## src/design/rps_pkg.sv

```systemverilog
// shared types, constants and helper functions of the reflow profile sequencer
`timescale 1ns / 1ps

package rps_pkg;

	localparam int TEMP_W   = 14;
	localparam int CFG_W    = 13;
	localparam int IDX_W    = 3;
	localparam int SEC_W    = 7;
	localparam int SOAK_W   = 5;
	localparam int REFLOW_W = 4;
	localparam int TARGET_W = 8;
	localparam int PROG_W   = 7;

	localparam logic [SEC_W-1:0]    SEC_MAX              = '1;
	localparam logic [SOAK_W-1:0]   SOAK_MAX             = '1;
	localparam logic [REFLOW_W-1:0] REFLOW_MAX           = '1;
	localparam logic [SEC_W-1:0]    PREHEAT_LIMIT_SEC    = 7'd120;
	localparam logic [SEC_W-1:0]    SOAK_LIMIT_SEC       = 7'd90;
	localparam logic [SOAK_W-1:0]   SOAK_HOLD_GOAL       = 5'd30;
	localparam logic [SEC_W-1:0]    REFLOW_LIMIT_SEC     = 7'd70;
	localparam logic [REFLOW_W-1:0] REFLOW_HOLD_GOAL     = 4'd15;
	localparam logic [SEC_W-1:0]    COOL_MIN_SEC         = 7'd20;
	localparam logic [SEC_W-1:0]    COOL_LIMIT_SEC       = 7'd120;
	localparam logic [SEC_W-1:0]    COOL_PROGRESS_SPAN_S = 7'd40;

	// register indexes on the configuration port
	localparam logic [IDX_W-1:0] CFG_PREHEAT_EXIT   = 3'd0;
	localparam logic [IDX_W-1:0] CFG_SOAK_BAND_LOW  = 3'd1;
	localparam logic [IDX_W-1:0] CFG_SOAK_BAND_HIGH = 3'd2;
	localparam logic [IDX_W-1:0] CFG_SOAK_DECAY     = 3'd3;
	localparam logic [IDX_W-1:0] CFG_REFLOW_HOLD    = 3'd4;
	localparam logic [IDX_W-1:0] CFG_REFLOW_DECAY   = 3'd5;
	localparam logic [IDX_W-1:0] CFG_COOL_EXIT      = 3'd6;

	localparam logic [CFG_W-1:0] RST_PREHEAT_EXIT   = 13'd2320;
	localparam logic [CFG_W-1:0] RST_SOAK_BAND_LOW  = 13'd2720;
	localparam logic [CFG_W-1:0] RST_SOAK_BAND_HIGH = 13'd3040;
	localparam logic [CFG_W-1:0] RST_SOAK_DECAY     = 13'd2640;
	localparam logic [CFG_W-1:0] RST_REFLOW_HOLD    = 13'd3600;
	localparam logic [CFG_W-1:0] RST_REFLOW_DECAY   = 13'd3520;
	localparam logic [CFG_W-1:0] RST_COOL_EXIT      = 13'd1280;

	typedef enum logic [2:0] {
		STG_IDLE     = 3'd0,
		STG_PREHEAT  = 3'd1,
		STG_SOAK     = 3'd2,
		STG_REFLOW   = 3'd3,
		STG_COOL     = 3'd4,
		STG_COMPLETE = 3'd5,
		STG_FAULT    = 3'd6
	} stage_t;

	typedef struct packed {
		logic [CFG_W-1:0] preheat_exit_temp;
		logic [CFG_W-1:0] soak_band_low;
		logic [CFG_W-1:0] soak_band_high;
		logic [CFG_W-1:0] soak_decay_below;
		logic [CFG_W-1:0] reflow_hold_temp;
		logic [CFG_W-1:0] reflow_decay_below;
		logic [CFG_W-1:0] cool_exit_temp;
	} cfg_regs_t;

	typedef struct packed {
		stage_t               stage;
		logic [SEC_W-1:0]     seconds;
		logic [SOAK_W-1:0]    soak_hold;
		logic [REFLOW_W-1:0]  reflow_hold;
	} seq_state_t;

	typedef struct packed {
		logic [2:0]          stage_code;
		logic [TARGET_W-1:0] target_temp;
		logic [PROG_W-1:0]   progress_pct;
	} seq_result_t;

	function automatic logic [TARGET_W-1:0] stage_target(input stage_t st);
		logic [TARGET_W-1:0] t;
		t = '0;
		unique case (st)
			STG_PREHEAT:  t = 8'd150;
			STG_SOAK:     t = 8'd180;
			STG_REFLOW:   t = 8'd235;
			STG_COOL:     t = 8'd90;
			STG_COMPLETE: t = 8'd40;
			default:      t = '0;
		endcase
		return t;
	endfunction

	// floor(n / 3) for n below 128
	function automatic logic [5:0] div3(input logic [6:0] n);
		logic [12:0] p;
		p = 13'(n) * 13'd43;
		return p[12:7];
	endfunction

	function automatic logic [PROG_W-1:0] stage_progress(input seq_state_t s);
		logic [SEC_W-1:0]    m_sec;
		logic [9:0]          pre7;
		logic [5:0]          cool_sec;
		logic [7:0]          cool3;
		logic [SOAK_W-1:0]   m_soak;
		logic [5:0]          refl4;
		logic [PROG_W-1:0]   p;
		m_sec    = (s.seconds < PREHEAT_LIMIT_SEC) ? s.seconds : PREHEAT_LIMIT_SEC;
		// s*35/120 = (s*7/8)/3
		pre7     = 10'(m_sec) * 10'd7;
		cool_sec = (s.seconds < COOL_PROGRESS_SPAN_S) ? s.seconds[5:0]
		                                              : COOL_PROGRESS_SPAN_S[5:0];
		// s*15/40 = s*3/8
		cool3    = 8'(cool_sec) * 8'd3;
		m_soak   = (s.soak_hold < SOAK_HOLD_GOAL) ? s.soak_hold : SOAK_HOLD_GOAL;
		// h*20/15 = h*4/3
		refl4    = {s.reflow_hold, 2'b00};
		p        = '0;
		unique case (s.stage)
			STG_PREHEAT:  p = PROG_W'(div3(pre7[9:3]));
			STG_SOAK:     p = 7'd35 + PROG_W'(m_soak);
			STG_REFLOW:   p = 7'd65 + PROG_W'(div3({1'b0, refl4}));
			STG_COOL:     p = 7'd85 + PROG_W'(cool3[7:3]);
			STG_COMPLETE: p = 7'd100;
			default:      p = '0;
		endcase
		return p;
	endfunction

endpackage

```

## src/design/rps_in_if.sv

```systemverilog
// input item channel: measured temperature and fault flag
`timescale 1ns / 1ps

interface rps_in_if;
	logic                               valid;
	logic                               ready;
	logic signed [rps_pkg::TEMP_W-1:0]  measured_temp;
	logic                               fault_flag;

	modport source (output valid, output measured_temp, output fault_flag, input ready);
	modport sink   (input valid, input measured_temp, input fault_flag, output ready);
endinterface

```

## src/design/rps_out_if.sv

```systemverilog
// result item channel: stage, target temperature and progress
`timescale 1ns / 1ps

interface rps_out_if;
	logic                           valid;
	logic                           ready;
	logic [2:0]                     stage_code;
	logic [rps_pkg::TARGET_W-1:0]   target_temp;
	logic [rps_pkg::PROG_W-1:0]     progress_pct;

	modport source (output valid, output stage_code, output target_temp,
		output progress_pct, input ready);
	modport sink   (input valid, input stage_code, input target_temp,
		input progress_pct, output ready);
endinterface

```

## src/design/rps_cfg_regs.sv

```systemverilog
// threshold register file written through the configuration port
`timescale 1ns / 1ps

module rps_cfg_regs (
	input  logic                          clk,
	input  logic                          arst_n,
	input  logic                          cfg_we,
	input  logic [rps_pkg::IDX_W-1:0]     cfg_index,
	input  logic [rps_pkg::CFG_W-1:0]     cfg_wdata,
	output rps_pkg::cfg_regs_t            regs
);
	import rps_pkg::*;

	cfg_regs_t regs_q;

	always_ff @(posedge clk or negedge arst_n) begin
		if (!arst_n) begin
			regs_q.preheat_exit_temp  <= RST_PREHEAT_EXIT;
			regs_q.soak_band_low      <= RST_SOAK_BAND_LOW;
			regs_q.soak_band_high     <= RST_SOAK_BAND_HIGH;
			regs_q.soak_decay_below   <= RST_SOAK_DECAY;
			regs_q.reflow_hold_temp   <= RST_REFLOW_HOLD;
			regs_q.reflow_decay_below <= RST_REFLOW_DECAY;
			regs_q.cool_exit_temp     <= RST_COOL_EXIT;
		end else if (cfg_we) begin
			unique case (cfg_index)
				CFG_PREHEAT_EXIT:   regs_q.preheat_exit_temp  <= cfg_wdata;
				CFG_SOAK_BAND_LOW:  regs_q.soak_band_low      <= cfg_wdata;
				CFG_SOAK_BAND_HIGH: regs_q.soak_band_high     <= cfg_wdata;
				CFG_SOAK_DECAY:     regs_q.soak_decay_below   <= cfg_wdata;
				CFG_REFLOW_HOLD:    regs_q.reflow_hold_temp   <= cfg_wdata;
				CFG_REFLOW_DECAY:   regs_q.reflow_decay_below <= cfg_wdata;
				CFG_COOL_EXIT:      regs_q.cool_exit_temp     <= cfg_wdata;
				default: ;
			endcase
		end
	end

	assign regs = regs_q;
endmodule

```

## src/design/rps_tick_logic.sv

```systemverilog
// next-state rules for one tick and the result it reports
`timescale 1ns / 1ps

module rps_tick_logic (
	input  rps_pkg::seq_state_t               cur,
	input  logic signed [rps_pkg::TEMP_W-1:0] measured_temp,
	input  logic                              fault_flag,
	input  rps_pkg::cfg_regs_t                regs,
	output rps_pkg::seq_state_t               nxt,
	output rps_pkg::seq_result_t              result
);
	import rps_pkg::*;

	logic signed [TEMP_W:0] t_ext;

	// registers are unsigned, compared against the sign-extended temperature
	function automatic logic signed [TEMP_W:0] ext_cfg(input logic [CFG_W-1:0] v);
		return $signed({{(TEMP_W + 1 - CFG_W){1'b0}}, v});
	endfunction

	assign t_ext = (TEMP_W + 1)'(measured_temp);

	always_comb begin
		logic [SEC_W-1:0]    sec_inc;
		logic [SOAK_W-1:0]   soak_new;
		logic [REFLOW_W-1:0] reflow_new;
		nxt        = cur;
		sec_inc    = (cur.seconds == SEC_MAX) ? SEC_MAX : cur.seconds + 1'b1;
		soak_new   = cur.soak_hold;
		reflow_new = cur.reflow_hold;
		if (fault_flag) begin
			nxt.stage   = STG_FAULT;
			nxt.seconds = '0;
		end else if (cur.stage != STG_COMPLETE && cur.stage != STG_FAULT) begin
			nxt.seconds = sec_inc;
			unique case (cur.stage)
				STG_PREHEAT: begin
					if (t_ext >= ext_cfg(regs.preheat_exit_temp) ||
					    sec_inc >= PREHEAT_LIMIT_SEC) begin
						nxt.stage   = STG_SOAK;
						nxt.seconds = '0;
					end
				end
				STG_SOAK: begin
					if (t_ext >= ext_cfg(regs.soak_band_low) &&
					    t_ext <= ext_cfg(regs.soak_band_high)) begin
						if (cur.soak_hold != SOAK_MAX)
							soak_new = cur.soak_hold + 1'b1;
					end else if (t_ext < ext_cfg(regs.soak_decay_below) &&
					             cur.soak_hold != '0) begin
						soak_new = cur.soak_hold - 1'b1;
					end
					nxt.soak_hold = soak_new;
					if (soak_new >= SOAK_HOLD_GOAL || sec_inc >= SOAK_LIMIT_SEC) begin
						nxt.stage   = STG_REFLOW;
						nxt.seconds = '0;
					end
				end
				STG_REFLOW: begin
					if (t_ext >= ext_cfg(regs.reflow_hold_temp)) begin
						if (cur.reflow_hold != REFLOW_MAX)
							reflow_new = cur.reflow_hold + 1'b1;
					end else if (t_ext < ext_cfg(regs.reflow_decay_below) &&
					             cur.reflow_hold != '0) begin
						reflow_new = cur.reflow_hold - 1'b1;
					end
					nxt.reflow_hold = reflow_new;
					if (reflow_new >= REFLOW_HOLD_GOAL ||
					    sec_inc >= REFLOW_LIMIT_SEC) begin
						nxt.stage   = STG_COOL;
						nxt.seconds = '0;
					end
				end
				STG_COOL: begin
					if ((t_ext <= ext_cfg(regs.cool_exit_temp) && sec_inc >= COOL_MIN_SEC) ||
					    sec_inc >= COOL_LIMIT_SEC) begin
						nxt.stage   = STG_COMPLETE;
						nxt.seconds = '0;
					end
				end
				default: ;
			endcase
		end
	end

	assign result.stage_code   = nxt.stage;
	assign result.target_temp  = stage_target(nxt.stage);
	assign result.progress_pct = stage_progress(nxt);
endmodule

```

## src/design/reflow_profile_sequencer_core.sv

```systemverilog
// top level of the reflow profile sequencer
`timescale 1ns / 1ps

// Reflow profile sequencer. Each input item is a one-second tick carrying the
// measured oven temperature (signed, 1/16 degree) and a fault flag; each tick
// yields exactly one result item with the stage after the tick, its target
// temperature and the overall progress. The block takes one item per clock
// cycle unless out_ch.ready stalls the output; an item passes the input
// register, then the result register, as stage, seconds and hold counters
// update. Thresholds must be written through the configuration port while
// no item is in flight; the block does not enforce it. Reset restores their
// defaults and preheat. Fault holds until reset, complete until reset or fault.

module reflow_profile_sequencer_core (
	input  logic                      clk,
	input  logic                      arst_n,
	rps_in_if.sink                    in_ch,
	rps_out_if.source                 out_ch,
	input  logic                      cfg_we,
	input  logic [rps_pkg::IDX_W-1:0] cfg_index,
	input  logic [rps_pkg::CFG_W-1:0] cfg_wdata
);
	import rps_pkg::*;

	logic                      valid_s1;
	logic signed [TEMP_W-1:0]  temp_s1;
	logic                      fault_s1;
	logic                      out_valid_q;
	seq_result_t               result_q;
	seq_state_t                state_q;
	seq_state_t                state_nxt;
	seq_result_t               result_nxt;
	cfg_regs_t                 regs;
	logic                      adv;

	assign adv         = !out_valid_q || out_ch.ready;
	assign in_ch.ready = !valid_s1 || adv;

	rps_cfg_regs u_cfg (
		.clk       (clk),
		.arst_n    (arst_n),
		.cfg_we    (cfg_we),
		.cfg_index (cfg_index),
		.cfg_wdata (cfg_wdata),
		.regs      (regs)
	);

	rps_tick_logic u_tick (
		.cur           (state_q),
		.measured_temp (temp_s1),
		.fault_flag    (fault_s1),
		.regs          (regs),
		.nxt           (state_nxt),
		.result        (result_nxt)
	);

	// input register
	always_ff @(posedge clk or negedge arst_n) begin
		if (!arst_n) begin
			valid_s1 <= 1'b0;
		end else if (in_ch.valid && in_ch.ready) begin
			valid_s1 <= 1'b1;
		end else if (adv) begin
			valid_s1 <= 1'b0;
		end
	end

	always_ff @(posedge clk) begin
		if (in_ch.valid && in_ch.ready) begin
			temp_s1  <= in_ch.measured_temp;
			fault_s1 <= in_ch.fault_flag;
		end
	end

	// sequencer state
	always_ff @(posedge clk or negedge arst_n) begin
		if (!arst_n) begin
			state_q.stage       <= STG_PREHEAT;
			state_q.seconds     <= '0;
			state_q.soak_hold   <= '0;
			state_q.reflow_hold <= '0;
		end else if (valid_s1 && adv) begin
			state_q <= state_nxt;
		end
	end

	// result register
	always_ff @(posedge clk or negedge arst_n) begin
		if (!arst_n) begin
			out_valid_q <= 1'b0;
		end else if (adv) begin
			out_valid_q <= valid_s1;
		end
	end

	always_ff @(posedge clk) begin
		if (valid_s1 && adv) begin
			result_q <= result_nxt;
		end
	end

	assign out_ch.valid        = out_valid_q;
	assign out_ch.stage_code   = result_q.stage_code;
	assign out_ch.target_temp  = result_q.target_temp;
	assign out_ch.progress_pct = result_q.progress_pct;
endmodule
```

## src/flat_wrapper.sv

```systemverilog
// flat-port wrapper written by rule: the top's interface ports become plain ports
module reflow_profile_sequencer_core_flat import rps_pkg::*;
  (clk, arst_n, cfg_we, cfg_index, cfg_wdata, in_ch_valid, in_ch_measured_temp, in_ch_fault_flag, in_ch_ready, out_ch_valid, out_ch_stage_code, out_ch_target_temp, out_ch_progress_pct, out_ch_ready);
  rps_in_if in_ch_i ();
  rps_out_if out_ch_i ();
  input  logic clk;
  input  logic arst_n;
  input  logic cfg_we;
  input  logic [rps_pkg::IDX_W-1:0] cfg_index;
  input  logic [rps_pkg::CFG_W-1:0] cfg_wdata;
  input wire logic [$bits(in_ch_i.valid)-1:0] in_ch_valid;
  input wire logic [$bits(in_ch_i.measured_temp)-1:0] in_ch_measured_temp;
  input wire logic [$bits(in_ch_i.fault_flag)-1:0] in_ch_fault_flag;
  output wire logic [$bits(in_ch_i.ready)-1:0] in_ch_ready;
  output wire logic [$bits(out_ch_i.valid)-1:0] out_ch_valid;
  output wire logic [$bits(out_ch_i.stage_code)-1:0] out_ch_stage_code;
  output wire logic [$bits(out_ch_i.target_temp)-1:0] out_ch_target_temp;
  output wire logic [$bits(out_ch_i.progress_pct)-1:0] out_ch_progress_pct;
  input wire logic [$bits(out_ch_i.ready)-1:0] out_ch_ready;
  assign in_ch_i.valid = in_ch_valid;
  assign in_ch_i.measured_temp = in_ch_measured_temp;
  assign in_ch_i.fault_flag = in_ch_fault_flag;
  assign in_ch_ready = in_ch_i.ready;
  assign out_ch_valid = out_ch_i.valid;
  assign out_ch_stage_code = out_ch_i.stage_code;
  assign out_ch_target_temp = out_ch_i.target_temp;
  assign out_ch_progress_pct = out_ch_i.progress_pct;
  assign out_ch_i.ready = out_ch_ready;
  reflow_profile_sequencer_core u_core (.clk(clk), .arst_n(arst_n), .in_ch(in_ch_i), .out_ch(out_ch_i), .cfg_we(cfg_we), .cfg_index(cfg_index), .cfg_wdata(cfg_wdata));
endmodule
```

## config.mk

```make
export PLATFORM = sky130hd
export DESIGN_NAME = reflow_profile_sequencer_core_flat
export DESIGN_NICKNAME = d
export VERILOG_FILES = /design/src/design/rps_pkg.sv /design/src/design/rps_in_if.sv /design/src/design/rps_out_if.sv /design/src/design/rps_cfg_regs.sv /design/src/design/rps_tick_logic.sv /design/src/design/reflow_profile_sequencer_core.sv /design/src/flat_wrapper.sv
export SDC_FILE = /design/constraint.sdc
export NUM_CORES = 1
export LEC_CHECK = 0
export BUFFER_PORTS_ARGS = -buffer_cell sky130_fd_sc_hd__buf_2
export CAP_MARGIN = 5
export CORE_MARGIN = 3
export CORE_UTILIZATION = 46
export DETAILED_ROUTE_END_ITERATION = 8
export PLACE_DENSITY_LB_ADDON = 0.12
export SLEW_MARGIN = 40
export SYNTH_ARGS = -nofsm -noshare
export SYNTH_HDL_FRONTEND = slang
export SYNTH_SLANG_ARGS = --single-unit
```

## constraint.sdc

```tcl
create_clock -name clk -period 13.1 [get_ports clk]
set_clock_uncertainty 0.15 [all_clocks]
set_input_delay 1.31 -clock clk [delete_from_list [all_inputs] [get_ports clk]]
set_output_delay 1.31 -clock clk [all_outputs]
set_load 0.005 [all_outputs]
```

# --- After elaboration in Yosys (flattened, before gate mapping) ---
# Cells that the tools add are included.
word_totals:
  ff_bits: 145
  inputBits: 36
  output_inout_bits: 20
  elab_cells: 122
classes:
  addsub: 8
  multipliers: 4
  n_lt_le_gt_ge: 16
  n_eq_ne: 20
  mux: 30
  n_reduce_logical: 26
ops:
  columns: ["op", "count"]
  rows:
  - ["2-to-1 mux 10 bit", 5]
  - [">= comparator 14 bit", 3]
  - ["2-to-1 mux 5 bit", 8]
  - ["case mux 10 bit (4 select lines)", 1]
  - ["case mux 8 bit (5 select lines)", 1]
  - ["case mux 7 bit (5 select lines)", 1]
  - ["less-or-equal comparator 14 bit", 2]
  - ["< comparator 14 bit", 2]
  - ["2-to-1 mux 4 bit", 7]
  - [">= comparator 7 bit (second input constant)", 3]
  - ["2-to-1 mux 19 bit", 1]
  - ["equality test 3 x 2 -> 1 bit (second input constant)", 6]
  - ["equality test 3 bit (second input constant)", 6]
  - ["adder 7 x 5 -> 7 bit (first input constant)", 2]
  - ["2-to-1 mux 7 bit", 2]
  - ["AND reduction 2 bit", 7]
  - ["multiplier 7 x 6 -> 13 bit (second input constant)", 1]
  - ["multiplier 4 x 6 -> 10 bit (second input constant)", 1]
  - ["multiplier 7 x 3 -> 10 bit (second input constant)", 1]
  - ["equality test 3 x 1 -> 1 bit (second input constant)", 3]
  - ["2-to-1 mux 9 bit", 1]
  - ["multiplier 6 x 2 -> 8 bit (second input constant)", 1]
  - ["adder 6 x 5 -> 7 bit (first input constant)", 1]
  - ["adder 7 x 1 -> 7 bit (second input constant)", 1]
  - ["other kinds (23)", 37]

# --- Logic depth before layout (Yosys ltp) ---
# Gate-level depths: netlist of run 1.
logic_depth:
  ltp_word: 18
  ltp_mapped: 43
  depth_no_buf: 42

# --- Hierarchy ---
# A second synthesis of run 1 with hierarchy kept.
hier_totals:
  hier_cells: 1109
  hier_area_um2: 11339.6
modules_own_cells:
  columns: ["mod", "n_inst", "cells_per_inst", "area_each_um2", "seq_area_each_um2"]
  rows:
  - ["rps_tick_logic", 1, 831, 5952.0, 0.0]
  - ["rps_cfg_regs", 1, 196, 3518.4, 2312.2]
  - ["reflow_profile_sequencer_core", 1, 82, 1869.3, 1517.7]

# --- Worst setup path after synthesis of run 1 ---
# Ideal clock, no wire load.
synth_timing:
  path_type: "flip-flop to flip-flop"
  startpoint: "register u_core.temp_s1[1]"
  endpoint: "register u_core.result_q, in the netlist u_core.out_ch.progress_pct[5], data pin"
  setup_ps: 262
  arrival_time_ps: 8436
  required_ps: 12688
  setup_slack_ps: 4252
  path_stages_with_launch: 43
  n_path_buf: 1
  period_less_slack_ps: 8848
  cell_sequence: "edfxtp_1 ha_1 or3b_1 a311oi_2 o311ai_2 and2_4 buf_6 a211oi_4 o31ai_2 a31oi_4 a21oi_1 nand2_1 inv_1 ha_1 nand2_1 nor3b_1 a21oi_1 a21oi_1 (+7 left out) ha_1 ha_1 inv_1 fa_1 inv_1 ha_1 and4_1 a21o_1 a21o_1 a21oi_1 nor2b_1 o31a_1 o41ai_1 xnor2_1 nor2_1 o32ai_1 a41oi_1 o21ai_1"
synth_rtl:
  columns: ["item", "line_no", "text"]
  rows:
  - ["start, declared", "reflow_profile_sequencer_core.sv:26", "logic signed [TEMP_W-1:0] temp_s1;"]
  - ["start signal, assigned", "reflow_profile_sequencer_core.sv:70", "temp_s1 <= in_ch.measured_temp;"]
  - ["end signal, assigned", "reflow_profile_sequencer_core.sv:98", "result_q <= result_nxt;"]
  - ["end, declared", "reflow_profile_sequencer_core.sv:29", "seq_result_t result_q;"]

==> impl_results.md, run 1 <==
* WS Path Type: register to register
* Hold path cells at 1
* Area of the multi-input gates at 0.006648 mm2
* Initial antenna violation count at 0
* Gr ovfl total at 0
* Crit path top cell by count: ha_1
* Vias in the first global route at 8395
* Clock buffer count from CTS at 17
* Wirelength, routed at 26610 um
* Via count at 8608
* Routed length per instance at 16.80 um
* Nets at 1454
* Worst-path clk slew at 0.08 ns
* GR peak layer: met2
* Post-cts sizing count at 0
* Synth Area per Inst at 9.327 um2
* Design Power at 2.013 mW
* Worst min path class: register to register
* Synth top cells by count: ha_1, inv_1, nand2_1
* Period utilisation layout at 0.7625
* Inst Count DP at 1552
* Synth Area in Compound Gates at 0.1716
* Post-synthesis simple-gate area fraction at 0.1488
* DRT Pass-1 Iters at 5
* Worst path max stage delay at 0.56 ns
* Peak supply drop at 0.00008649 V
* Via density per instance at 5.434
* Critical path's slowest cell: edfxtp_1
* Met3 usage at 0.03137
* LEAKAGE at 5.889 nW
* Multiplexer share of the synthesized area at 0.05364
* Max clock buf depth at 2
* Fin. Hold Viols at 0
* PD cells at 161.9 mW/mm2
* GRT Resource Usage Total at 0.2127
* Ys flop type: dfrtp_1
* Synth-to-layout area growth at 11.28%
* Crit path time final at 9.989 ns
* Worst slack at placement at 3.106 ns
* Total Neg Setup Slack at 0 ns
* Final Max Slew Viols at 0
* Worst EP required at 13.13 ns
* Final HPWL from detailed placement at 19930 um
* Setup Fix Bufs, Post-CTS at 0
* Placer Congestion at 0.8360
* Yosys Warn Count at 0
* Critical path capture point type: register
* ANT nets after route at 0
* Post-Synthesis Cells at 1198
* Syn Nets at 1400
* Synth top area share at 0.1859
* Die H at 161.9 um
* Achievable frequency at 100.1 MHz
* Post-synth cell types at 89
* Final setup vio count at 0
* Ys async rst share at 0.7724
* RSZ-0062 raised after global routing: false
* Least-Margin Pin Slew at 0.8227 ns
* Worst slew margin at 0.4473
* Port Buffers at 55
* # fillers at 2250
* Die X at 161.9 um
* Met1 Usage GRT at 0.3180
* Adder-Cell Fraction of Synth Area at 0.1940
* Worst-path fanout max at 11
* Worst r2r path cells at 41
* Number of H-tree levels at 4
* Core area at 0.02368 mm2
* Number of cell rows at 56
* Root buffer cell: clkbuf_16
* Drt drc at 0
* Number of flops mapped to enable cells by yosys at 33
* Dominant cells by area after synthesis: dfrtp_1, ha_1, edfxtp_1
* Worst-Skew Late Latency at 0.44 ns
* Status: complete, no violations
* Cts hold-fix bufs at 0
* Register bit total from synthesis at 145
* FF+latch area at 0.003830 mm2
* First-pass GRT wire length at 44440 um
* Main combinational cell family by area after synthesis: adder cells
* Worst endpoint data arrival time at 10.02 ns
* IO Pins at 56
* Post-synthesis sequential area ratio at 0.3428
* Die area at 0.02620 mm2
* Most frequent cell after synthesis: ha_1
* Post-synthesis cell area at 0.01117 mm2
* Setup ws final at 3.111 ns
* Yosys top cell by area: dfrtp_1
* Starting density of the core at 0.4718
* Met2 usage in global routing at 0.3279
* Synth Area in XOR/XNOR at 0.02508
* # clock sinks at 145
* Proportion of layout cells with a drive suffix above 1 at 0.1644
* Antenna Cells at 0
* Initial DRC count at 621
* CTS tree: yes
* Max_cap viols at 0
* Largest net degree at the start of global routing at 65
* Min Hold Slack at 0.3426 ns
* Worst setup SP type: register
* Fin cells at 1584
==> layout by cell type (no fill, tap or decap), types with 8 or more instances in the layout <==
cell type  instances
fa_1              12
buf_4              8
nand2_1          134
nand2b_1          13
dfstp_2           29
a21oi_1           63
clkbuf_16         17
xnor2_1           20
mux2_2            47
dfrtp_1           83
o21ai_0           84
inv_1            153
buf_2             54
o21a_1             9
ha_1             154
and3_1            10
a21o_1            18
xor2_1            12
nand3_1           17
edfxtp_1          33
nor2b_1           12
nor2_1            60
nor3_1            25
nand4_1           17
==> final timing paths <==
path	endpoint	slack [ns]	start
worst min register to register	u_core.out_ch.valid$_DFFE_PN0P_	0.34	u_core.valid_s1$_DFFE_PN0P_
worst min-delay path	u_core.out_ch.valid$_DFFE_PN0P_	0.34	u_core.valid_s1$_DFFE_PN0P_
max in group asynchronous	u_core.state_q[3]$_DFFE_PN0P_	10.98	arst_n
worst max-delay path	u_core.out_ch.progress_pct[5]$_DFFE_PP_	3.11	u_core.temp_s1[1]$_DFFE_PP_
worst max register to register	u_core.out_ch.progress_pct[5]$_DFFE_PP_	3.11	u_core.temp_s1[1]$_DFFE_PP_
min in group asynchronous	u_core.u_cfg.regs[39]$_DFFE_PN0P_	0.76	arst_n
==> cell type report <==
| type | instances | area share |
|---|---|---|
| clock buffers | 17 | 0.03422 |
| clock inverters | 15 | 0.01459 |
| inverters | 154 | 0.04649 |
| multi-input cells | 867 | 0.5347 |
| flip-flops and latches | 145 | 0.3080 |
| well taps | 319 | 0.03210 |
| repair buffers | 67 | 0.02989 |
==> flip-flops by register name, indices dropped and copies added (netlist names), 3 cells and up <==
signal                      count
u_core.out_ch.progress_pct      7
u_core.out_ch.stage_code        3
u_core.out_ch.target_temp       8
u_core.state_q                 19
u_core.temp_s1                 14
u_core.u_cfg.regs              91
==> kinds of logic (layout without fill, tap and decap cells) <==
kind of cell    Yosys count  after routing
mux                      54             54
simple gates            339            339
compound gates          276            276
xor+xnor                 32             32
buf+inv                 186            253
fa+ha+maj               166            166
flops                   145            145
==> metrics by stage <==
step                area (um2)  utilization
global route             12430       0.5250
detailed placement       11830       0.4994
CTS                      12430       0.5250
global placement         11780       0.4976
finish                   12430       0.5250
floorplan                11170            -
==> critical path, delay by kind of cell, from the launching register on <==
family                     cells  cell delay [ns]
AOI/OAI and AO/OA             20             3.94
and+or+nand+nor                8             1.94
adders and majority gates      8             2.51
buffers and inverters          3             0.20
xor gates and xnor gates       2             0.38
DFF                            1             0.56
==> layer usage <==
layer  vias up  part of all wire
li1       4361                 -
met1      4068              0.51
met2       164              0.45
met3        15             0.037
met4         0            0.0081
met5         -                 0
==> power by group <==
group / internal, mW / switching (mW) / total, mW / leakage, nW
clock network: 0.275 / 0.232 / 0.508 / 0.296
logic: 0.358 / 0.507 / 0.865 / 3.95
registers: 0.569 / 0.0717 / 0.641 / 1.64
total: 1.20 / 0.811 / 2.01 / 5.89
Note: power is estimated with default switching activity, not from simulation.
==> inputs of run 2 (changes only) <==
Clock period 13.1 ns to 10.27 ns, I/O delays scaled along.
==> run 2 against run 1 <==
  * Non-clock buffer count rose by 3
  * First-iteration DRC count rose by 6.9%
  * Wire length increased by 0.79%
  * Design area barely moved
  * Critical path depth increased by 1
  * Hold slack improved by 0.013 ns
  * Global-route usage shrank 0.17 points
  * Via count rose by 1.2%
  * Count of clock-buffer cells in the layout grew 1
  * Cell count up 0.19%
  * Clock power increased by 19%
  * Critical path type unchanged
  * Largest cell class unchanged
  * Largest power group unchanged
==> impl_results.md, run 2 (synthesis results as in run 1) <==
* Status: complete, no violations
* Worst-Skew Late Latency at 0.43 ns
* Clock buffer count from CTS at 17
* PD cells at 203.8 mW/mm2
* GRT Resource Usage Total at 0.2111
* Most frequent cells in the layout: ha_1, inv_1, nand2_1
* Worst slew margin at 0.4651
* ANT nets after route at 0
* Wirelength, routed at 26820 um
* # fillers at 2219
* Total Neg Setup Slack at 0 ns
* Least-Margin Pin Slew at 0.7963 ns
* Largest net degree at the start of global routing at 65
* Max reg flops at 91
* Gr ovfl total at 0
* Crit path top cell by count: ha_1
* Worst Path Buf+Inv at 3
* Worst path max stage delay at 0.53 ns
* RSZ-0062 raised after global routing: false
* Max clock buf depth at 2
* Setup Fix Bufs, Post-CTS at 0
* Worst endpoint data arrival time at 9.51 ns
* Final setup vio count at 0
* Synth-to-layout area growth at 11.37%
* Worst-path clk slew at 0.07 ns
* Nets at 1457
* CTS tree: yes
* First-pass GRT wire length at 44080 um
* Placer Congestion at 0.8521
* Final HPWL from detailed placement at 20340 um
* Worst min path class: register to register
* Placed cell areas at 0.01185 mm2
* Peak supply drop at 0.00009096 V
* IO Pins at 56
* Via density per instance at 5.490
* Vias in the first global route at 8428
* Period utilisation layout at 0.9248
* # clock sinks at 145
* Critical path's top delay family: compound AO/OA/AOI/OAI gates
* Die H at 161.9 um
* Max_cap viols at 0
* Proportion of layout cells with a drive suffix above 1 at 0.1719
* Worst EP required at 10.29 ns
* Final non-filler cell area at 0.01244 mm2
* Starting density of the core at 0.4718
* LEAKAGE at 5.904 nW
* Critical path capture point type: register
* WS Path Type: register to register
* DRT Pass-1 Iters at 5
* Worst-path fanout max at 11
* Die X at 161.9 um
* Crit path time final at 9.497 ns
* Fin cells at 1587
* Most common cell after layout, fill and taps aside: ha_1
* Drt drc at 0
* Worst setup SP type: register
* Critical path's slowest cell: edfxtp_1
* Root buffer cell: clkbuf_16
* Core area at 0.02368 mm2
* Achievable frequency at 105.3 MHz
* Initial DRC count at 664
* Number of H-tree levels at 4
* Antenna Cells at 0
* Inst Count DP at 1555
* Die area at 0.02620 mm2
* Port Buffers at 55
* Min Hold Slack at 0.3552 ns
* Design Power at 2.536 mW
* Via count at 8712
* Fin. Hold Viols at 0
* Final Max Slew Viols at 0
* Routed length per instance at 16.90 um
* Number of cell rows at 56
* Initial antenna violation count at 0
==> run 2: cell count changes in the layout (fill, tap and decap cells not counted), sizes merged <==
cell and change:
clkinvlp +1, inv -2, clkbuf +1, bufinv -1, buf +3, clkinv +1
==> run 2: timing repair <==
item / 4_1_cts / 5_1_grt
hold buffers: 0 / 0
setup endpoints to repair: 0 / 3
gates resized for setup: 0 / 7
==> run 2: layout make-up <==
class                           instances  area (um2)  share of cell area
Clock buffer                           18       439.2             0.03529
Tap cell                              319       399.1             0.03208
Multi-Input combinational cell        867        6685              0.5373
Sequential cell                       145        3830              0.3078
Inverter                              154       578.1             0.04646
Clock inverter                         14       121.4            0.009754
Timing Repair Buffer                   70       390.4             0.03137
==> run 2: path summary, 6_finish.rpt <==
check	to	depth (start not counted)	slack (ns)	start
worst max register to register	u_core.out_ch.progress_pct[5]$_DFFE_PP_	42	0.77	u_core.temp_s1[1]$_DFFE_PP_
worst min register to register	u_core.u_cfg.regs[3]$_DFFE_PN0P_	1	0.36	u_core.u_cfg.regs[3]$_DFFE_PN0P_
worst max-delay path	u_core.out_ch.progress_pct[5]$_DFFE_PP_	42	0.77	u_core.temp_s1[1]$_DFFE_PP_
worst min-delay path	u_core.u_cfg.regs[3]$_DFFE_PN0P_	1	0.36	u_core.u_cfg.regs[3]$_DFFE_PN0P_
min in group asynchronous	u_core.u_cfg.regs[39]$_DFFE_PN0P_	1	0.49	arst_n
max in group asynchronous	u_core.state_q[3]$_DFFE_PN0P_	2	8.44	arst_n
==> run 2: report_power, final <==
group | total (mW) | switching (mW) | internal (mW)
sequential | 0.816 | 0.0903 | 0.726
combinational | 1.11 | 0.652 | 0.462
clock | 0.606 | 0.281 | 0.324
==> run 2: metrics by stage <==
stage | utilization | setup WS [ns]
CTS | 0.5238 | 0.3638
detailed placement | 0.5002 | 0.4304
finish | 0.5254 | 0.7728
global placement | 0.4988 | 0.6950
global route | 0.5254 | 0.05834
floorplan | - | 1.422
==> run 2: routing by layer <==
| metal | track usage | vias up | share of wire |
|---|---|---|---|
| met5 | 0 | - | 0 |
| met4 | 0.04769 | 0 | 0.012 |
| met3 | 0.03086 | 21 | 0.035 |
| met2 | 0.3332 | 168 | 0.45 |
| met1 | 0.3084 | 4172 | 0.50 |
| li1 | - | 4351 | - |
